### config.mk
export PLATFORM = sky130hd
export DESIGN_NAME = band_reciprocal_pivot_growth_flat
export DESIGN_NICKNAME = d
export VERILOG_FILES = /design/src/brpg_pkg.sv /design/src/brpg_elem_if.sv /design/src/brpg_ratio_if.sv /design/src/band_reciprocal_pivot_growth.sv /design/src/brpg_front.sv /design/src/brpg_queue.sv /design/src/brpg_back.sv /design/src/flat_wrapper.sv
export VERILOG_INCLUDE_DIRS = /design/src /design/src/src
export SDC_FILE = /design/constraint.sdc
export NUM_CORES = 1
export LEC_CHECK = 0
export BUFFER_PORTS_ARGS = -buffer_cell sky130_fd_sc_hd__buf_2
export CORE_MARGIN = 3
export CORE_UTILIZATION = 25
export CTS_CLUSTER_SIZE = 20
export DETAILED_ROUTE_END_ITERATION = 8
export PLACE_DENSITY = 0.46
export SYNTH_ARGS = -nofsm -noshare
export SYNTH_HDL_FRONTEND = slang
export SYNTH_SLANG_ARGS = --single-unit
export TNS_END_PERCENT = 50
### constraint.sdc
create_clock -name clk -period 7.5 [get_ports clk]
set_input_delay 0.75 -clock clk [delete_from_list [all_inputs] [get_ports clk]]
set_output_delay 0.75 -clock clk [all_outputs]
set_load 0.01 [all_outputs]
### src/band_reciprocal_pivot_growth_defines.svh
// ----------------------------------------------------------------------------
// band_reciprocal_pivot_growth_defines.svh
// Assertion macros used by the pivot growth back end.
// ----------------------------------------------------------------------------
`ifndef BAND_RECIPROCAL_PIVOT_GROWTH_DEFINES_SVH
`define BAND_RECIPROCAL_PIVOT_GROWTH_DEFINES_SVH

// Same-cycle implication, clocked on clk, off during rst.
`define BRPG_ASSERT_IMPL(label, lhs, rhs) \
  label: assert property (@(posedge clk) disable iff (rst) (lhs) |-> (rhs)) \
    else $error("brpg: implication check failed");

// Next-cycle implication, clocked on clk, off during rst.
`define BRPG_ASSERT_NEXT(label, lhs, rhs) \
  label: assert property (@(posedge clk) disable iff (rst) (lhs) |=> (rhs)) \
    else $error("brpg: next-cycle check failed");

`endif

### src/brpg_pkg.sv
// ----------------------------------------------------------------------------
// brpg_pkg
// Types and constants of the band reciprocal pivot growth block.
// ----------------------------------------------------------------------------
`timescale 1ns / 1ps

package brpg_pkg;

  localparam int MAX_ORDER_DEF = 4096;
  localparam int QUEUE_DEPTH   = 4;
  localparam int CFG_INDEX_W   = 2;
  localparam int CFG_DATA_W    = 13;

  localparam logic [16:0] RATIO_ONE = 17'd65536;

  typedef enum logic [CFG_INDEX_W-1:0] {
    REG_MATRIX_ORDER    = 2'd0,
    REG_SUB_DIAGONALS   = 2'd1,
    REG_SUPER_DIAGONALS = 2'd2,
    REG_COLUMNS_USED    = 2'd3
  } brpg_reg_t;

  // clamped configuration as seen by the front end
  typedef struct packed {
    logic [12:0] order;
    logic [11:0] kl;
    logic [11:0] ku;
    logic [12:0] cols;
  } brpg_cfg_t;

  // one closed column, front end to back end
  typedef struct packed {
    logic [16:0] amax;
    logic [16:0] umax;
    logic        live;
    logic        mat_end;
  } brpg_col_t;

  typedef enum logic [1:0] {
    ST_IDLE,
    ST_DIV,
    ST_APPLY,
    ST_EMIT
  } brpg_state_t;

endpackage

### src/brpg_elem_if.sv
// ----------------------------------------------------------------------------
// brpg_elem_if
// Element channel: one tagged complex matrix element per transfer.
// ----------------------------------------------------------------------------
`timescale 1ns / 1ps

interface brpg_elem_if;
  logic               valid;
  logic               ready;
  logic               op;
  logic [11:0]        row_index;
  logic [11:0]        col_index;
  logic signed [15:0] elem_real;
  logic signed [15:0] elem_imag;
  logic               column_end;
  logic               matrix_end;

  modport source (
    output valid, op, row_index, col_index, elem_real, elem_imag, column_end, matrix_end,
    input  ready
  );
  modport sink (
    input  valid, op, row_index, col_index, elem_real, elem_imag, column_end, matrix_end,
    output ready
  );
endinterface

### src/brpg_ratio_if.sv
// ----------------------------------------------------------------------------
// brpg_ratio_if
// Result channel: one growth ratio per transfer.
// ----------------------------------------------------------------------------
`timescale 1ns / 1ps

interface brpg_ratio_if;
  logic        valid;
  logic        ready;
  logic [16:0] growth_ratio;

  modport source (output valid, growth_ratio, input ready);
  modport sink (input valid, growth_ratio, output ready);
endinterface

### src/band_reciprocal_pivot_growth.sv
// ----------------------------------------------------------------------------
// band_reciprocal_pivot_growth
// Reciprocal pivot growth of a banded complex LU factorization, fixed point.
// ----------------------------------------------------------------------------
// Usage:
//   elem carries one matrix element per transfer, tagged A or U, with row,
//   column and end-of-column / end-of-matrix marks. ratio carries one Q1.16
//   growth ratio after each end-of-matrix element. The configuration port
//   (cfg_write, cfg_index, cfg_data) is to be written only while the block
//   is idle; this is not enforced. Throughput: one element per cycle. Each
//   column close is queued (four entries) and passes the back end's idle
//   and emit states, plus its divide and apply states when a quotient is
//   needed: the divider yields one quotient bit per cycle. The element
//   channel stalls only while the column queue is full. The result is
//   registered as the end-of-matrix column leaves the back end.
//   Reset clears the configuration to zero, the column maxima to zero and
//   the running ratio to 1.0. A stalled result is held in its output
//   register; the front end keeps taking elements until the queue fills.
// ----------------------------------------------------------------------------
`timescale 1ns / 1ps

module band_reciprocal_pivot_growth #(
  parameter int MAX_ORDER = brpg_pkg::MAX_ORDER_DEF
) (
  input  logic                             clk,
  input  logic                             rst,
  input  logic                             cfg_write,
  input  logic [brpg_pkg::CFG_INDEX_W-1:0] cfg_index,
  input  logic [brpg_pkg::CFG_DATA_W-1:0]  cfg_data,
  brpg_elem_if.sink                        elem,
  brpg_ratio_if.source                     ratio
);

  localparam logic [16:0] MaxOrd = 17'(MAX_ORDER);

  logic [12:0]         matrix_order;
  logic [11:0]         sub_diagonals;
  logic [11:0]         super_diagonals;
  logic [12:0]         columns_used;
  brpg_pkg::brpg_cfg_t cfg;

  logic                q_full;
  logic                q_push;
  brpg_pkg::brpg_col_t q_in;
  logic                q_pop;
  logic                q_avail;
  brpg_pkg::brpg_col_t q_out;

  always_ff @(posedge clk) begin
    if (rst) begin
      matrix_order    <= '0;
      sub_diagonals   <= '0;
      super_diagonals <= '0;
      columns_used    <= '0;
    end else if (cfg_write) begin
      unique case (brpg_pkg::brpg_reg_t'(cfg_index))
        brpg_pkg::REG_MATRIX_ORDER:    matrix_order    <= cfg_data;
        brpg_pkg::REG_SUB_DIAGONALS:   sub_diagonals   <= cfg_data[11:0];
        brpg_pkg::REG_SUPER_DIAGONALS: super_diagonals <= cfg_data[11:0];
        brpg_pkg::REG_COLUMNS_USED:    columns_used    <= cfg_data;
        default: ;
      endcase
    end
  end

  // order and column count saturate at MAX_ORDER
  assign cfg.order = ({4'd0, matrix_order} > MaxOrd) ? MaxOrd[12:0] : matrix_order;
  assign cfg.cols  = ({4'd0, columns_used} > MaxOrd) ? MaxOrd[12:0] : columns_used;
  assign cfg.kl    = sub_diagonals;
  assign cfg.ku    = super_diagonals;

  brpg_front u_front (
    .clk    (clk),
    .rst    (rst),
    .cfg    (cfg),
    .elem   (elem),
    .q_full (q_full),
    .q_push (q_push),
    .q_data (q_in)
  );

  brpg_queue u_queue (
    .clk       (clk),
    .rst       (rst),
    .push      (q_push),
    .push_data (q_in),
    .full      (q_full),
    .pop       (q_pop),
    .avail     (q_avail),
    .pop_data  (q_out)
  );

  brpg_back u_back (
    .clk       (clk),
    .rst       (rst),
    .q_avail   (q_avail),
    .q_data    (q_out),
    .q_pop     (q_pop),
    .ratio_out (ratio)
  );

endmodule

### src/brpg_front.sv
// ----------------------------------------------------------------------------
// brpg_front
// Accepts elements, keeps per-column A and U maxima, hands closed columns
// to the queue.
// ----------------------------------------------------------------------------
`timescale 1ns / 1ps

module brpg_front (
  input  logic                clk,
  input  logic                rst,
  input  brpg_pkg::brpg_cfg_t cfg,
  brpg_elem_if.sink           elem,
  input  logic                q_full,
  output logic                q_push,
  output brpg_pkg::brpg_col_t q_data
);

  logic [16:0] a_max;
  logic [16:0] u_max;
  logic [16:0] mag_re;
  logic [16:0] mag_im;
  logic [16:0] mag;
  logic [12:0] i13;
  logic [12:0] j13;
  logic        col_live;
  logic        above_top;
  logic        a_hit;
  logic        u_hit;
  logic [16:0] a_next;
  logic [16:0] u_next;
  logic        take;
  logic        close;

  assign mag_re = elem.elem_real[15] ? 17'(~{1'b1, elem.elem_real} + 17'd1)
                                     : {1'b0, elem.elem_real};
  assign mag_im = elem.elem_imag[15] ? 17'(~{1'b1, elem.elem_imag} + 17'd1)
                                     : {1'b0, elem.elem_imag};
  assign mag    = mag_re + mag_im;

  assign i13       = {1'b0, elem.row_index};
  assign j13       = {1'b0, elem.col_index};
  assign col_live  = j13 < cfg.cols;
  assign above_top = (i13 + {1'b0, cfg.ku}) >= j13;

  assign a_hit = col_live && above_top && !elem.op && (i13 <= j13 + {1'b0, cfg.kl})
                 && (i13 < cfg.order) && (mag > a_max);
  assign u_hit = col_live && above_top && elem.op && (i13 <= j13) && (mag > u_max);

  assign a_next = a_hit ? mag : a_max;
  assign u_next = u_hit ? mag : u_max;

  assign elem.ready = !q_full;
  assign take       = elem.valid && elem.ready;
  assign close      = elem.column_end || elem.matrix_end;

  assign q_push         = take && close;
  assign q_data.amax    = a_next;
  assign q_data.umax    = u_next;
  assign q_data.live    = col_live;
  assign q_data.mat_end = elem.matrix_end;

  always_ff @(posedge clk) begin
    if (rst) begin
      a_max <= '0;
      u_max <= '0;
    end else if (take) begin
      if (close) begin
        a_max <= '0;
        u_max <= '0;
      end else begin
        a_max <= a_next;
        u_max <= u_next;
      end
    end
  end

endmodule

### src/brpg_queue.sv
// ----------------------------------------------------------------------------
// brpg_queue
// Short register FIFO of closed columns between front and back end.
// ----------------------------------------------------------------------------
`timescale 1ns / 1ps

module brpg_queue (
  input  logic                clk,
  input  logic                rst,
  input  logic                push,
  input  brpg_pkg::brpg_col_t push_data,
  output logic                full,
  input  logic                pop,
  output logic                avail,
  output brpg_pkg::brpg_col_t pop_data
);

  localparam int Depth = brpg_pkg::QUEUE_DEPTH;
  localparam int PtrW  = $clog2(Depth);

  brpg_pkg::brpg_col_t slots [Depth];
  logic [PtrW-1:0]     wptr;
  logic [PtrW-1:0]     rptr;
  logic [PtrW:0]       count;
  logic                do_push;
  logic                do_pop;

  assign full     = count == (PtrW+1)'(Depth);
  assign avail    = count != '0;
  assign do_push  = push && !full;
  assign do_pop   = pop && avail;
  assign pop_data = slots[rptr];

  always_ff @(posedge clk) begin
    if (do_push) begin
      slots[wptr] <= push_data;
    end
  end

  always_ff @(posedge clk) begin
    if (rst) begin
      wptr  <= '0;
      rptr  <= '0;
      count <= '0;
    end else begin
      if (do_push) begin
        wptr <= (wptr == PtrW'(Depth - 1)) ? '0 : wptr + 1'b1;
      end
      if (do_pop) begin
        rptr <= (rptr == PtrW'(Depth - 1)) ? '0 : rptr + 1'b1;
      end
      case ({do_push, do_pop})
        2'b10:   count <= count + 1'b1;
        2'b01:   count <= count - 1'b1;
        default: count <= count;
      endcase
    end
  end

endmodule

### src/brpg_back.sv
// ----------------------------------------------------------------------------
// brpg_back
// Per-column quotient amax/umax, one quotient bit a cycle, running minimum
// and result register.
// ----------------------------------------------------------------------------
`timescale 1ns / 1ps
`include "band_reciprocal_pivot_growth_defines.svh"

module brpg_back (
  input  logic                clk,
  input  logic                rst,
  input  logic                q_avail,
  input  brpg_pkg::brpg_col_t q_data,
  output logic                q_pop,
  brpg_ratio_if.source        ratio_out
);

  brpg_pkg::brpg_state_t state;
  brpg_pkg::brpg_state_t state_next;

  logic [16:0] ratio;
  logic [16:0] umax_r;
  logic        mat_end_r;
  logic [16:0] rem;
  logic [15:0] quo;
  logic [3:0]  step;
  logic [16:0] out_ratio;
  logic        out_valid;

  logic        need_div;
  logic        out_free;
  logic        load_out;
  logic        div_last;
  logic [17:0] trial;
  logic        ge;

  assign need_div = q_data.live && (q_data.umax != '0) && (q_data.amax < q_data.umax);
  assign out_free = !out_valid || ratio_out.ready;
  assign trial    = {rem, 1'b0};
  assign ge       = trial >= {1'b0, umax_r};
  assign div_last = step == 4'd15;

  always_comb begin
    state_next = state;
    unique case (state)
      brpg_pkg::ST_IDLE: begin
        if (q_avail) begin
          state_next = need_div ? brpg_pkg::ST_DIV : brpg_pkg::ST_EMIT;
        end
      end
      brpg_pkg::ST_DIV: begin
        if (div_last) begin
          state_next = brpg_pkg::ST_APPLY;
        end
      end
      brpg_pkg::ST_APPLY: state_next = brpg_pkg::ST_EMIT;
      brpg_pkg::ST_EMIT: begin
        if (!mat_end_r || out_free) begin
          state_next = brpg_pkg::ST_IDLE;
        end
      end
      default: state_next = brpg_pkg::ST_IDLE;
    endcase
  end

  always_comb begin
    q_pop    = 1'b0;
    load_out = 1'b0;
    unique case (state)
      brpg_pkg::ST_IDLE:  q_pop = q_avail;
      brpg_pkg::ST_DIV:   ;
      brpg_pkg::ST_APPLY: ;
      brpg_pkg::ST_EMIT:  load_out = mat_end_r && out_free;
      default:            ;
    endcase
  end

  always_ff @(posedge clk) begin
    if (rst) begin
      state <= brpg_pkg::ST_IDLE;
    end else begin
      state <= state_next;
    end
  end

  always_ff @(posedge clk) begin
    if (q_pop) begin
      umax_r    <= q_data.umax;
      mat_end_r <= q_data.mat_end;
      rem       <= q_data.amax;
      quo       <= '0;
      step      <= '0;
    end else if (state == brpg_pkg::ST_DIV) begin
      rem  <= ge ? 17'(trial - {1'b0, umax_r}) : trial[16:0];
      quo  <= {quo[14:0], ge};
      step <= step + 4'd1;
    end
  end

  always_ff @(posedge clk) begin
    if (rst) begin
      ratio <= brpg_pkg::RATIO_ONE;
    end else if (load_out) begin
      ratio <= brpg_pkg::RATIO_ONE;
    end else if (state == brpg_pkg::ST_APPLY && {1'b0, quo} < ratio) begin
      ratio <= {1'b0, quo};
    end
  end

  always_ff @(posedge clk) begin
    if (rst) begin
      out_valid <= 1'b0;
    end else if (load_out) begin
      out_valid <= 1'b1;
    end else if (ratio_out.ready) begin
      out_valid <= 1'b0;
    end
  end

  always_ff @(posedge clk) begin
    if (load_out) begin
      out_ratio <= ratio;
    end
  end

  assign ratio_out.valid        = out_valid;
  assign ratio_out.growth_ratio = out_ratio;

  `BRPG_ASSERT_IMPL(a_div_nonzero, state == brpg_pkg::ST_DIV, umax_r != '0)
  `BRPG_ASSERT_IMPL(a_ratio_bound, 1'b1, ratio <= brpg_pkg::RATIO_ONE)
  `BRPG_ASSERT_IMPL(a_load_free, load_out, !out_valid || ratio_out.ready)
  `BRPG_ASSERT_NEXT(a_emit_rearm, load_out, ratio == brpg_pkg::RATIO_ONE && out_valid)

endmodule
### src/flat_wrapper.sv
// flat-port wrapper written by rule: the top's interface ports become plain ports
module band_reciprocal_pivot_growth_flat 
#(
  parameter int MAX_ORDER = brpg_pkg::MAX_ORDER_DEF
)
  (clk, rst, cfg_write, cfg_index, cfg_data, elem_valid, elem_op, elem_row_index, elem_col_index, elem_elem_real, elem_elem_imag, elem_column_end, elem_matrix_end, elem_ready, ratio_valid, ratio_growth_ratio, ratio_ready);
  brpg_elem_if elem_i ();
  brpg_ratio_if ratio_i ();
  input  logic clk;
  input  logic rst;
  input  logic cfg_write;
  input  logic [brpg_pkg::CFG_INDEX_W-1:0] cfg_index;
  input  logic [brpg_pkg::CFG_DATA_W-1:0] cfg_data;
  input wire logic [$bits(elem_i.valid)-1:0] elem_valid;
  input wire logic [$bits(elem_i.op)-1:0] elem_op;
  input wire logic [$bits(elem_i.row_index)-1:0] elem_row_index;
  input wire logic [$bits(elem_i.col_index)-1:0] elem_col_index;
  input wire logic [$bits(elem_i.elem_real)-1:0] elem_elem_real;
  input wire logic [$bits(elem_i.elem_imag)-1:0] elem_elem_imag;
  input wire logic [$bits(elem_i.column_end)-1:0] elem_column_end;
  input wire logic [$bits(elem_i.matrix_end)-1:0] elem_matrix_end;
  output wire logic [$bits(elem_i.ready)-1:0] elem_ready;
  output wire logic [$bits(ratio_i.valid)-1:0] ratio_valid;
  output wire logic [$bits(ratio_i.growth_ratio)-1:0] ratio_growth_ratio;
  input wire logic [$bits(ratio_i.ready)-1:0] ratio_ready;
  assign elem_i.valid = elem_valid;
  assign elem_i.op = elem_op;
  assign elem_i.row_index = elem_row_index;
  assign elem_i.col_index = elem_col_index;
  assign elem_i.elem_real = elem_elem_real;
  assign elem_i.elem_imag = elem_elem_imag;
  assign elem_i.column_end = elem_column_end;
  assign elem_i.matrix_end = elem_matrix_end;
  assign elem_ready = elem_i.ready;
  assign ratio_valid = ratio_i.valid;
  assign ratio_growth_ratio = ratio_i.growth_ratio;
  assign ratio_i.ready = ratio_ready;
  band_reciprocal_pivot_growth #(.MAX_ORDER(MAX_ORDER)) u_core (.clk(clk), .rst(rst), .cfg_write(cfg_write), .cfg_index(cfg_index), .cfg_data(cfg_data), .elem(elem_i), .ratio(ratio_i));
endmodule
Word level (Yosys, flattened, before mapping):

Memories as Yosys holds them, arrays and structs flattened. A register that Yosys moved wholly into a read port is not among the register bits.
Index checks and enable logic that the tools add are counted.

* flip-flop bits (word level): 183
* memory bits (writable): 144
* input bits: 79
* output and inout port bits: 19
* logic and storage cells: 122
* memories: 1

Memory list
* u_core.u_queue.slots: depth 4, width 36, rd ports 1, clocked after memory_dff 1, wr ports 1, line brpg_queue.sv:21 `brpg_pkg::brpg_col_t slots [Depth];`

* add/subtract/negate cells: 11
* magnitude comparators: 12
* eq/ne operators: 15
* muxes and demuxes: 27
* bitwise logic cells: 2
* reduce and logical (&&, ||, !) cells: 36

Operator list (number)
* $mux W17: 9
* $add A17 B1 Y17 const B: 2
* $gt A17 B17 Y1: 2
* $not A17 Y17: 2
* $add A12 B12 Y13: 2
* $gt A13 B13 Y1 const B: 2
* $lt A12 B13 Y1: 2
* $mux W13: 2
* $ge A18 B17 Y1: 1
* $add A17 B17 Y17: 1
* $lt A16 B17 Y1: 1
* $lt A17 B17 Y1: 1
* $reduce_bool A17 Y1: 1
* $sub A17 B17 Y17: 1
* $logic_and A1 B1 Y1: 16
* $mux W2: 8
* $eq A2 B2 Y1 const B: 7
* $ge A13 B12 Y1: 1
* $le A12 B13 Y1: 1
* $le A12 B12 Y1: 1
* $pmux W2 S4: 1
* $reduce_and A2 Y1: 4
* $eq A2 B1 Y1 const B: 3
* $mux W1: 6
* 15 further kinds: 26

Longest topological paths before layout:

* word-level depth: 10
* mapped depth: 26
* depth with buffers taken out: 23

Modules after synthesis:

Synthesis repeated with hierarchy kept, for this count alone.

* cells, all modules: 1710
* area total of the unflattened synthesis: 18884.4 um^2

Modules (own cells, without submodules)
* brpg_front: times used 1, cells each 751, area each 5873.1 um^2, sequential area each 680.7 um^2
* brpg_queue: times used 1, cells each 242, area each 5694.2 um^2, sequential area each 4504.3 um^2
* brpg_back: times used 1, cells each 507, area each 5151.2 um^2, sequential area each 2362.3 um^2
* band_reciprocal_pivot_growth: times used 1, cells each 210, area each 2165.8 um^2, sequential area each 1001.0 um^2

Least setup slack after synthesis:

Ideal clock, no wire load.

* path type: input-to-reg
* from: in elem_elem_real[1]
* to: mem u_core.u_queue.slots[0][15] (netlist bit), data pin
* setup time: 266 ps
* arrival time: 5297 ps
* data required time: 7234 ps
* path slack: 1936 ps
* stages: 23
* path buffers: 1
* cells stage by stage: inv_1 > ha_1 > nand2_1 > or2_2 > o41ai_1 > xnor2_1 > ha_1 > a21o_1 > a21oi_1 > nand2_1 > o221ai_1 > o2111ai_1 > a21oi_1 > xnor2_1 > ha_1 > and4_1 > nand4_1 > a311o_1 > o211ai_1 > o2111ai_1 > nor2_1 > clkbuf_1 > mux2_2

RTL lines
* start, declared: line flat_wrapper.sv:18 `input wire logic [$bits(elem_i.elem_real)-1:0] elem_elem_real;`
* end, declared: line brpg_queue.sv:21

Final worst setup path:

* from: in elem_elem_imag[3]
* to: reg u_core.u_front.u_max[10]

* word-level cells in the longest chain between the ends: 8

Ends and longest elaborated chain
* start, declared: line flat_wrapper.sv:19 `input wire logic [$bits(elem_i.elem_imag)-1:0] elem_elem_imag;`
* $not A17 Y17: line brpg_front.sv:36 `assign mag_im = elem.elem_imag[15] ? 17'(~{1'b1, elem.elem_imag} + 17'd1)`
* $add A17 B1 Y17: line brpg_front.sv:36
* $mux W17 (*): line brpg_front.sv:36
* $add A17 B17 Y17 (*): line brpg_front.sv:38 `assign mag = mag_re + mag_im;`
* $gt A17 B17 Y1: line brpg_front.sv:47 `assign u_hit = col_live && above_top && elem.op && (i13 <= j13) && (mag > u_max);`
* $logic_and A1 B1 Y1: line brpg_front.sv:47
* $mux W17 (*): line brpg_front.sv:50 `assign u_next = u_hit ? mag : u_max;`
* $mux W17 (*): line brpg_front.sv:67 `if (close) begin`
* end signal, assigned: line brpg_front.sv:72 `u_max <= u_next;`
* end, declared: line brpg_front.sv:19 `logic [16:0] u_max;`

Every way passes the cells marked *; elsewhere a longest branch is shown, timed or not.
A chain may end at the register's enable or synchronous reset.

==> results.md <==
* IO buf count at 97
* Routability cong. at 0.870
* Number of clock sinks at 329
* Total global routing track utilization at 0.127
* Avg Vias per Cell at 4.74
* Total Routed Length at 49,800 um
* Layout net count at 2,121
* Critical path data arrival time at 6.62 ns
* Number of buffers created by CTS at 41
* Switching power total at 2.41 mW
* Sum Neg Setup Slack at 0 ns
* Layout cells sized above 1 at 0.139
* R2R cell count at 18
* Switching part of the total power at 0.350
* Post-synth EDFFs at 196
* Core Area at 73,200 um^2
* Hold buffer count at cts at 0
* Shortest period the worst path allows at 6.12 ns
* Class of the tightest hold or removal check: in -> reg
* Worst-Margin Slew at 1.30 ns
* Syn-to-layout area delta at 16.2%
* Number of nets in the synthesized netlist at 2,018
* Synthesized netlist cell count at 1,740
* Overall die area at 77,400 um^2
* Worst-path cell chain: buf_2 -> nor2_1 -> nand2_1 -> or2_2 -> o41ai_1 -> xnor2_1 -> ha_1 -> a21o_1 -> a21oi_1 -> nand2_1 -> o221ai_1 -> o2111ai_1 -> a21oi_1 -> xnor2_1 -> ha_1 -> and4_1 -> a221oi_1 -> o211ai_1 -> o2111ai_1 -> nor2_2 -> a211oi_2 -> a22o_1
* Hold path start: cfg_data[12]
* DR iter-0 viols at 788
* Number of global-route vias before repair at 13,600
* Max Clock Skew at 0.0186 ns
* Yosys warning total at 0
* Power share of the combinational group at 0.365
* Slowest Stage Delay on Critical Path at 1.11 ns
* Floorplan die width at 278 um
* Post-synthesis sequential element count at 329
* Capturing element type of the critical path: register
* DR DRC count at 0
* H-tree depth at 2
* Global-route wire length before repair at 77,500 um
* Result of the run: finished, final reports clean
* Antenna violations before repair at 0
* Post-synth top flop: edfxtp_1
* Pint at 4.48 mW
* DPL Wire Length at 36,200 um
* Synthesized cell area at 18,500 um^2
* Clk Latency, worst-skew pair at 0.57 ns
* Ratio of total power to cell area at 320 nW/um^2
* Buf/Inv on CP at 1
* Endpoint of the worst hold path: u_core.columns_used[12]$_SDFFE_PP0P_
* Maximum vdd drop at 0.188 mV
* Clock input transition at the sequential cells of the worst setup and hold paths at 0.06 ns
* I/O pins at 98
* Max Cap Viol at 0
* Total vias in the final route at 13,400
* Post-CTS Setup Repair Bufs at 0
* Number of distinct library cells after synthesis at 77
* Async set-or-reset flop fraction in the synthesized netlist at 0
* Clock share of power at 0.294
* CP required at 8.00 ns
* Leak pwr at 8.20 nW
* Reg2reg start: u_core.sub_diagonals[0]$_SDFFE_PP0P_
* Achievable Freq at 163 MHz
* Fin. Hold Viols at 0
* Per-cell routed wire length at 17.6 um
* Cell type group with the largest total delay on the critical path: compound AO/OA/AOI/OAI gates
* Die height at 278 um
* Slowest library cell on the worst path: a211oi_2
* Global route total overflow at 0
* Number of buffers between clock root and the deepest sink at 3
* Worst hold path depth at 3
* Clock tree from TritonCTS: done
* Period utilisation layout at 0.816
* Setup Crit Path Kind: in -> reg
* Maximum net fanout on the critical path at 20
* Filler cells at 7,511
* Setup repair after global routing missed its margin: no
* Length of the first detailed-routing pass in iterations at 5
* Number of failing setup endpoints in the final timing report at 0
* Mean area per synthesized cell at 10.6 um^2
* Register-to-register setup slack at 2.54 ns
* Antenna diode instance count at 0
* FP Rows at 99
* Reg2Reg Capture Point: u_core.u_queue.slots[2][24]$_DFFE_PP_
* Count of cells resized by post-cts repair at 0
* Number of max-slew violations in the final report at 0
* Starting utilization of the core area at 0.253
* Sequential cell fraction of total power at 0.342
* Largest net degree at the start of global routing at 56
* Hold Slack at 0.454 ns
* Type of origin of the critical path: input port
* Clock tree root buffer cell: clkbuf_16
* Slew HR at 0.129
* Sequential share of the synthesized area at 0.461
* Routed Antenna Nets at 0
-- area by class of cell --
type                       count  area [um^2]  share of cell area
multi-input combinational   1229         9290               0.431
timing repair buffer         119          651              0.0302
inverter                     123          462              0.0214
sequential                   329         8550               0.397
clock buffer                  49         1110              0.0514
clock inverter                27          277              0.0128
tap                          959         1200              0.0557
-- per-stage QoR --
stage | total power, mW | area, um^2 | utilization | instances | worst slack, ns
floorplan | 4.22 | 18500 | - | 1740 | 1.94
global placement | 4.89 | 20100 | 0.275 | 2759 | 0.862
detailed placement | 4.93 | 20100 | 0.275 | 2759 | 0.865
CTS | 7.00 | 21500 | 0.294 | 2835 | 1.46
global route | 7.37 | 21500 | 0.294 | 2835 | 0.908
finish | 6.89 | 21500 | 0.294 | 2835 | 1.38
-- logic make-up (layout without fill, tap and decap cells) --
kind of cell    after synthesis  in the layout  synth area share
fa+ha+maj                   199            199             0.136
simple gates                483            483             0.121
xor+xnor                     69             69            0.0326
flops                       329            329             0.461
mux                          82             82            0.0690
buf+inv                     182            318            0.0383
compound gates              396            396             0.141
-- per-layer routing --
| layer | GRT usage | vias up | wire, um |
|---|---|---|---|
| met1 | 0.165 | 6517 | 22800 |
| met5 | 0 | - | 0 |
| met4 | 0.0371 | 0 | 1140 |
| met2 | 0.216 | 235 | 23700 |
| li1 | - | 6617 | - |
| met3 | 0.0210 | 65 | 2060 |
-- synthesized netlist by cell type, types with 28 or more instances --
| master | n | area (um^2) |
|---|---|---|
| dfxtp_1 | 133 | 2660 |
| xnor2_1 | 53 | 464 |
| a21o_1 | 28 | 210 |
| inv_1 | 123 | 462 |
| nand3_1 | 39 | 195 |
| mux2i_1 | 40 | 400 |
| clkbuf_1 | 44 | 165 |
| nor2_1 | 107 | 402 |
| mux4_2 | 36 | 811 |
| ha_1 | 194 | 2430 |
| nand2_1 | 192 | 721 |
| a21oi_1 | 121 | 606 |
| edfxtp_1 | 196 | 5890 |
| o21ai_0 | 82 | 410 |
-- worst reg2reg max path, cell delays in order, from the launching register on --
cell,delay [ns]
dfxtp_1,0.32
ha_1,0.21
fa_1,0.42
a211oi_1,0.38
o21a_1,0.24
o21ai_0,0.13
nor2b_1,0.15
o21ai_0,0.17
nor2b_1,0.20
xor2_1,0.16
ha_1,0.26
and3_1,0.22
a41oi_1,0.24
o21ai_0,0.11
a21oi_1,0.12
a31o_2,0.23
nor3_2,0.06
buf_4,0.24
o21ai_0,0.77
-- power groups by stage --
stage	registers (mW)	logic, mW	clock network [mW]
floorplan	2.34	1.87	0
global placement	2.39	2.50	0
detailed placement	2.40	2.53	0
CTS	2.36	2.54	2.09
global route	2.38	2.81	2.17
finish	2.35	2.51	2.02
-- sequential cells by signal (all words and copies together) (netlist names), 16 cells and up, named ones only --
signal and flops:
u_core.u_front.u_max 17, u_core.u_queue.slots 144, u_core.u_back.quo 16, u_core.u_back.rem 17
u_core.u_back.ratio_out.growth_ratio 17, u_core.u_front.a_max 17, u_core.u_back.ratio 17, u_core.u_back.umax_r 17
-- worst max-delay path by stage --
stage | from | slack [ns] | to | cells past startpoint
floorplan | elem_elem_real[1] | 1.94 | u_core.u_queue.slots[0][15]$_DFFE_PP_ | 23
global placement | elem_elem_imag[3] | 0.86 | u_core.u_front.u_max[11]$_SDFFE_PP0P_ | 22
detailed placement | elem_elem_imag[3] | 0.86 | u_core.u_queue.slots[0][15]$_DFFE_PP_ | 23
CTS | elem_elem_imag[3] | 1.46 | u_core.u_queue.slots[1][17]$_DFFE_PP_ | 23
global route | elem_elem_real[0] | 0.91 | u_core.u_front.u_max[14]$_SDFFE_PP0P_ | 24
finish | elem_elem_imag[3] | 1.38 | u_core.u_front.u_max[10]$_SDFFE_PP0P_ | 22
-- cell usage in the layout (no fill, tap or decap), drive strengths merged, types with 53 or more instances in the layout --
| cell | netlist | layout |
|---|---|---|
| a21oi | 121 | 121 |
| buf | 15 | 119 |
| dfxtp | 133 | 133 |
| edfxtp | 196 | 196 |
| ha | 194 | 194 |
| inv | 123 | 126 |
| nand2 | 192 | 192 |
| nor2 | 107 | 107 |
| o21ai | 84 | 84 |
| xnor2 | 53 | 53 |
No activity file was read; power rests on OpenSTA's default activity.
